File: src/hdl/bias_field_neighbor_update_defines.svh
// ---------------------------------------------------------------------------
// Bias-field neighbor update: assertion macros
// Shared property shorthands, clocked on clk and disabled during rst.
// ---------------------------------------------------------------------------
`ifndef BIAS_FIELD_NEIGHBOR_UPDATE_DEFINES_SVH
`define BIAS_FIELD_NEIGHBOR_UPDATE_DEFINES_SVH

// same-cycle implication
`define BFNU_ASSERT_IMPL(lbl, ante, cons, msg) \
  lbl: assert property (@(posedge clk) disable iff (rst) (ante) |-> (cons)) else $error(msg);

// next-cycle implication
`define BFNU_ASSERT_NEXT(lbl, ante, cons, msg) \
  lbl: assert property (@(posedge clk) disable iff (rst) (ante) |=> (cons)) else $error(msg);

`endif

File: src/hdl/bfnu_pkg.sv
// ---------------------------------------------------------------------------
// Bias-field neighbor update package
// Widths, register indexes and shared types.
// ---------------------------------------------------------------------------
package bfnu_pkg;

  localparam int VOX_W  = 16;   // voxel index
  localparam int VAL_W  = 24;   // Q12.12 bias / intensity / mean
  localparam int WGT_W  = 16;   // Q4.12 weight
  localparam int WSUM_W = 20;   // Q8.12 weight total
  localparam int ACC_W  = 48;   // Q24.24 accumulator
  localparam int SD2_W  = 32;
  localparam int GS_W   = 40;
  localparam int DEN_W  = 61;
  localparam int NUM_W  = 88;   // numerator magnitude
  localparam int MUL_W  = 24;   // shared multiplier operand width
  localparam int CLS_N  = 3;
  localparam int CFG_W  = 24;
  localparam int IDX_W  = 3;
  localparam int VOXELS = 1 << VOX_W;

  localparam logic [IDX_W-1:0] REG_GAMMA  = 3'd0;
  localparam logic [IDX_W-1:0] REG_MEAN_0 = 3'd1;
  localparam logic [IDX_W-1:0] REG_MEAN_1 = 3'd2;
  localparam logic [IDX_W-1:0] REG_MEAN_2 = 3'd3;
  localparam logic [IDX_W-1:0] REG_SD_0   = 3'd4;
  localparam logic [IDX_W-1:0] REG_SD_1   = 3'd5;
  localparam logic [IDX_W-1:0] REG_SD_2   = 3'd6;

  localparam logic [CFG_W-1:0] GAMMA_RST = 24'd65536;
  localparam logic [CFG_W-1:0] SD_RST    = 24'd65536;
  localparam logic [DEN_W-1:0] ONE_Q28   = DEN_W'(1) << 28;
  localparam logic [VAL_W-1:0] SAT_HI    = 24'h7FFFFF;
  localparam logic [VAL_W-1:0] SAT_LO    = 24'h800000;

  // divider status
  typedef struct packed {
    logic busy;
    logic done;
  } div_stat_t;

  // highest set class flag, class 0 when none is set
  function automatic logic [1:0] class_of(input logic [CLS_N-1:0] flags);
    logic [1:0] c;
    c = 2'd0;
    if (flags[1]) c = 2'd1;
    if (flags[2]) c = 2'd2;
    return c;
  endfunction

endpackage

File: src/hdl/bfnu_div.sv
// ---------------------------------------------------------------------------
// Bias-field neighbor update: restoring divider
// Unsigned numerator by denominator, one quotient bit per cycle.
// ---------------------------------------------------------------------------
module bfnu_div (
  input  logic                        clk,
  input  logic                        rst,
  input  logic                        start,
  input  logic [bfnu_pkg::NUM_W-1:0]  num,
  input  logic [bfnu_pkg::DEN_W-1:0]  den,
  output bfnu_pkg::div_stat_t         stat,
  output logic [bfnu_pkg::NUM_W-1:0]  quot
);

  logic [bfnu_pkg::DEN_W-1:0] rem;
  logic [bfnu_pkg::NUM_W-1:0] dvd;
  logic [6:0]                 cnt;
  logic [bfnu_pkg::DEN_W:0]   trial;
  logic                       ge;

  assign trial = {rem, dvd[bfnu_pkg::NUM_W-1]};
  assign ge    = trial >= {1'b0, den};

  always_ff @(posedge clk) begin
    if (rst) begin
      stat <= '0;
      cnt  <= '0;
    end else begin
      stat.done <= 1'b0;
      if (start) begin
        rem       <= '0;
        dvd       <= num;
        cnt       <= 7'(bfnu_pkg::NUM_W - 1);
        stat.busy <= 1'b1;
      end else if (stat.busy) begin
        rem  <= ge ? bfnu_pkg::DEN_W'(trial - {1'b0, den}) : bfnu_pkg::DEN_W'(trial);
        quot <= {quot[bfnu_pkg::NUM_W-2:0], ge};
        dvd  <= dvd << 1;
        if (cnt == '0) begin
          stat.busy <= 1'b0;
          stat.done <= 1'b1;
        end else begin
          cnt <= cnt - 7'd1;
        end
      end
    end
  end

endmodule

File: config.mk
export PLATFORM = sky130hd
export DESIGN_NAME = bfnu_div
export DESIGN_NICKNAME = d
export VERILOG_FILES = /design/src/hdl/bias_field_neighbor_update_defines.svh /design/src/hdl/bfnu_pkg.sv /design/src/hdl/bfnu_div.sv
export SDC_FILE = /design/constraint.sdc
export NUM_CORES = 1
export LEC_CHECK = 0
export ABC_CLOCK_PERIOD_IN_PS = 11300
export BUFFER_PORTS_ARGS = -buffer_cell sky130_fd_sc_hd__buf_2
export CORE_MARGIN = 4
export CORE_UTILIZATION = 57
export CTS_CLUSTER_DIAMETER = 60
export DETAILED_ROUTE_END_ITERATION = 10
export HOLD_SLACK_MARGIN = 0.08
export PLACE_DENSITY = 0.81
export RECOVER_POWER = 25
export SLEW_MARGIN = 10
export SYNTH_ARGS = -nofsm -noshare
export SYNTH_HDL_FRONTEND = slang
export SYNTH_SLANG_ARGS = --single-unit
File: constraint.sdc
create_clock -name clk -period 11.3 [get_ports clk]
set_input_delay 0.565 -clock clk [delete_from_list [all_inputs] [get_ports clk]]
set_output_delay 0.565 -clock clk [all_outputs]
set_load 0.02 [all_outputs]
* After elaboration in Yosys (flattened, before gate mapping)
Cells that the tools add are included.
** Word-level totals
- Bits in registers :: 246
- Input bits :: 152
- Logic and storage cells :: 33
** Operators by class
- Add/sub/neg operators :: 2
- $lt $le $gt $ge :: 1
- Equal/unequal tests :: 1
- Mux-type cells :: 10
- Bitwise gates (word level) :: 4
- Reductions and logical operators :: 8
** Operators with widths (number)
- $mux 88 :: 2
- $mux 61 :: 2
- $ge 62x61->1 :: 1
- $sub 61x61->61 :: 1
- $mux 7 :: 3
- $logic_not 7->1 :: 1
- $sub 7x1->7 const B :: 1
- $reduce_and 2->1 :: 3
- $mux 2 :: 2
- $not 1->1 :: 4
- $reduce_and 3->1 :: 1
- $reduce_or 3->1 :: 1
- $ne 2x2->1 const B :: 1
- $reduce_bool 2->1 :: 1
- $reduce_or 2->1 :: 1
- $mux 1 :: 1

* Logic depth before layout (Yosys ltp)
- Depth in word-level cells :: 4
- Depth in mapped cells :: 15
- Gate-level depth less buffers :: 13

* Worst setup path after synthesis
No wires, ideal clock.
- Kind :: input to register
- Start :: input start
- End :: register quot[0] (netlist bit) (enable)
- Arrival time :: 7598 ps
- Path slack :: 3042 ps
- Stages on the path :: 4
- Cell sequence :: clkbuf_1 -> clkbuf_1 -> clkbuf_1 -> nor3b_1
** On the way
- Longest elaborated chain between the ends :: 2
** Ends and longest elaborated chain
- start, declared :: RTL line bfnu_div.sv:8 : input logic start,
- $not 1->1 (no line)
- $reduce_and 3->1 (no line)
- end signal, assigned :: RTL line bfnu_div.sv:37 : quot <= {quot[bfnu_pkg::NUM_W-2:0], ge};
- end, declared :: RTL line bfnu_div.sv:12 : output logic [bfnu_pkg::NUM_W-1:0] quot
Every way passes these cells.
A chain may end at the register's enable or synchronous reset.

* Worst setup path in the final report
- Start :: input start
- End :: register rem[56] (netlist bit) (enable)
** On the way
- Longest elaborated chain between the ends :: 2
** Ends and longest elaborated chain
- $reduce_bool 2->1 (no line)
- $reduce_and 2->1 (no line)
- end signal, assigned :: RTL line bfnu_div.sv:36 : rem <= ge ? bfnu_pkg::DEN_W'(trial - {1'b0, den}) : bfnu_pkg::DEN_W'(trial);
- end, declared :: RTL line bfnu_div.sv:15 : logic [bfnu_pkg::DEN_W-1:0] rem;
Every way passes these cells.

==> flow_metrics.tcl <==
set metrics [dict create \
    io_pins 242 \
    post-route-min-period_ns 5.861 \
    dieHeight_microns 162.4 \
    p_switching_mw 0.7006 \
    ys_seq_area_share_pct 53.67 \
    wl_per_cell_microns 17.32 \
    post-route-cell-area_sq_mm 0.01584 \
    synthArstFlopShare_pct 0 \
    register_area_sq_mm 0.007297 \
    yosysMostFrequentCell "edfxtp_1" \
    grt_setup_unrepaired "no" \
    clk_path_buf_depth 3 \
    failed_checks "capacitance limit, slew limit" \
    p_leak_nw 6.282 \
    cp-start-kind "primary input" \
    cts_tree "yes" \
    power.density_mw_per_mm2 158.0 \
    grt_pass1_wl_mm 47.52 \
    setup_ws_ns 5.439 \
    crit_arrival_ns 6.02 \
    cts_setup_buffers 0 \
    antenna_found_initial 4 \
    fin_nets 1595 \
    synth_top_area_share_pct 52.34 \
    start_util_pct 57.93 \
    internal_power_mw 1.802 \
    avgSynthCellArea_sq_um 11.71 \
    gp_congestion 0.9511 \
    ys_types 69 \
    dp_slack_ns 6.238 \
    finalSetupTns_ns 0 \
    outcome "finished, violations left" \
    path_common_cell "buf_4" \
    post-route-util_pct 67.49 \
    synthCells 1161 \
    postRouteAntennaNets 0 \
    first_pass_iters 5 \
    avgViaCountPerCell 5.585 \
    path_clk_slew_ns 0.06 \
    vdd_drop_max_mv 0.1149 \
    rows 56 \
    portBuffers 241 \
    fillers 1766 \
    area_growth_syn_to_layout_pct 16.51 \
    synth_common_cells "edfxtp_1 (237), nor2_1 (104), mux2_2 (87), a21oi_1 (83), inv_1 (83)" \
    grt_overflow 0 \
    crit_type "primary input to flip-flop" \
    place_hpwl_mm 21.67 \
    numCtsBuffers 27 \
    worstReg2RegEnd "rem[14]" \
    final_hold_viol_count 0 \
    r2r_slack_ns 6.39 \
    fin_worst_skew_ns 0.008331 \
    cts.sinks 246 \
    fin_crit_sh_pct 51.87 \
    seqPwrFrac_pct 43.8 \
    ys_seq_elements 246 \
    core_sq_mm 0.02347 \
    dieWidth_microns 162.4 \
    min_from "num[0]" \
    fp.dieArea_sq_mm 0.02639 \
    syn_nets 1377 \
    cpPeakStageDelay_ns 2.63 \
    cts-root-buf "clkbuf_16" \
    path_max_fanout 75 \
    synth_largest_area_cell "edfxtp_1" \
    post-route-drc-count 0 \
    yosysWarnings 0 \
    slew_violations 76 \
    drt_iter0_markers 735 \
    fmax_mhz 170.6 \
    cts_max_level 1 \
    cp_cell_sequence "clkbuf_1 > nor2_1 > nor2_4 > buf_4 > buf_4" \
    grt_max_degree 89 \
    p_sw_share_pct 28.00 \
    postCtsResizedCells 0 \
    wl_mm 29.79 \
    grt_pass1_vias 9368 \
    whs_endpoint "dvd[0]" \
    worstPathRequired_ns 11.46 \
    clock_latency_ns 0.54 \
    min_path_type "primary input to flip-flop" \
    synth.area.top_cells "edfxtp_1 (52%), mux2_2 (7.2%), ha_1 (5.8%)" \
    syn_area_sq_mm 0.01360 \
    hold_buffers 0 \
    via_count 9607 \
    max_cap_violations 1 \
    endpoint_kind "flip-flop" \
    synth_flop_cell "edfxtp_1" \
    r2r-start "dvd[87]" \
    drive_above_1_share_pct 27.57 \
    max-slew-margin-rel_pct -153.9 \
    p_comb_share_pct 21.5 \
    multi_input_area_sq_mm 0.005719 \
    clock_power_share_pct 34.7 \
    setup-violations-final 0 \
    reg2reg_depth 14 \
    worst_pin_slew_ns 3.808 \
    grt_usage_pct 21.97 \
    synth-edff-count 237 \
    crit_slowest_cell "clkbuf_1" \
    hold_depth 2 \
    dpl_cell_area_sq_mm 0.01498 \
]
## logic make-up (layout without fill, tap and decap cells)
kind of cell,after synthesis,count (layout),share of synthesized area [%]
buffers and inverters,140,379,4.371
xor gates and xnor gates,64,64,4.123
muxes,130,130,10.37
other,0,1,0
and+or+nand+nor,279,279,9.488
DFF,246,246,53.67
AOI/OAI and AO/OA,238,238,12.04
adders and majority gates,64,64,5.945
## cell usage in the layout (no fill, tap or decap), types with 25 or more instances in the layout
cell and instances:
edfxtp_1 237, buf_2 219, nor2_1 103, mux2_2 86, inv_1 83, a21oi_1 83, nand2_1 66, ha_1 63
mux2i_1 43, o21ai_0 40, xnor2_1 35, xor2_1 29, clkbuf_16 28, clkbuf_1 25
## stage by stage
step | hold WS, ns | power (mW) | std cells
CTS | 0.2940 | 2.518 | 1719
global route | 0.3000 | 2.625 | 1720
detailed placement | 0.4279 | 1.644 | 1669
floorplan | 0.4853 | 1.534 | 1161
global placement | 0.4254 | 1.631 | 1669
finish | 0.3208 | 2.502 | 1720
## sequential cells by signal, indices dropped and copies added, names as in the netlist
| name | flops |
|---|---|
| rem | 61 |
| quot | 88 |
| cnt | 7 |
| dvd | 88 |
| stat | 2 |
## power groups by stage
stage               Clock, mW  Sequential [mW]  Combinational [mW]
CTS                     0.888             1.10               0.534
global route            0.927             1.10               0.597
finish                  0.869             1.10               0.538
floorplan                   0             1.12               0.416
detailed placement          0             1.11               0.531
global placement            0             1.11               0.519
## layer usage
layer | wire length (microns) | global-route usage, %
met1 | 12970 | 30.12
met2 | 13540 | 34.79
met3 | 2514 | 6.252
met4 | 726 | 5.767
met5 | 41 | 0
## worst max-delay path: cells and delay by family
family | cells | cell delay, ns
buffers and inverters | 3 | 4.09
AND/OR/NAND/NOR | 2 | 1.26
## cell type report
class	count	share of cell area, %
diodes	1	0.01580
clock buffers	34	4.755
clock inverters	16	0.9004
inverters	83	1.967
multi-input cells	775	36.10
flip-flops and latches	246	46.06
well taps	319	2.520
repair buffers	246	7.677
## how the worst max path moves through the flow
stage | start | endpoint
after floorplan | start | quot[0]
after global placement | den[0] | rem[50]
after detailed placement | den[0] | rem[51]
after CTS | dvd[87] | rem[56]
after global routing | start | rem[32]
final | start | rem[56]
No activity file was read; power rests on OpenSTA's default activity.
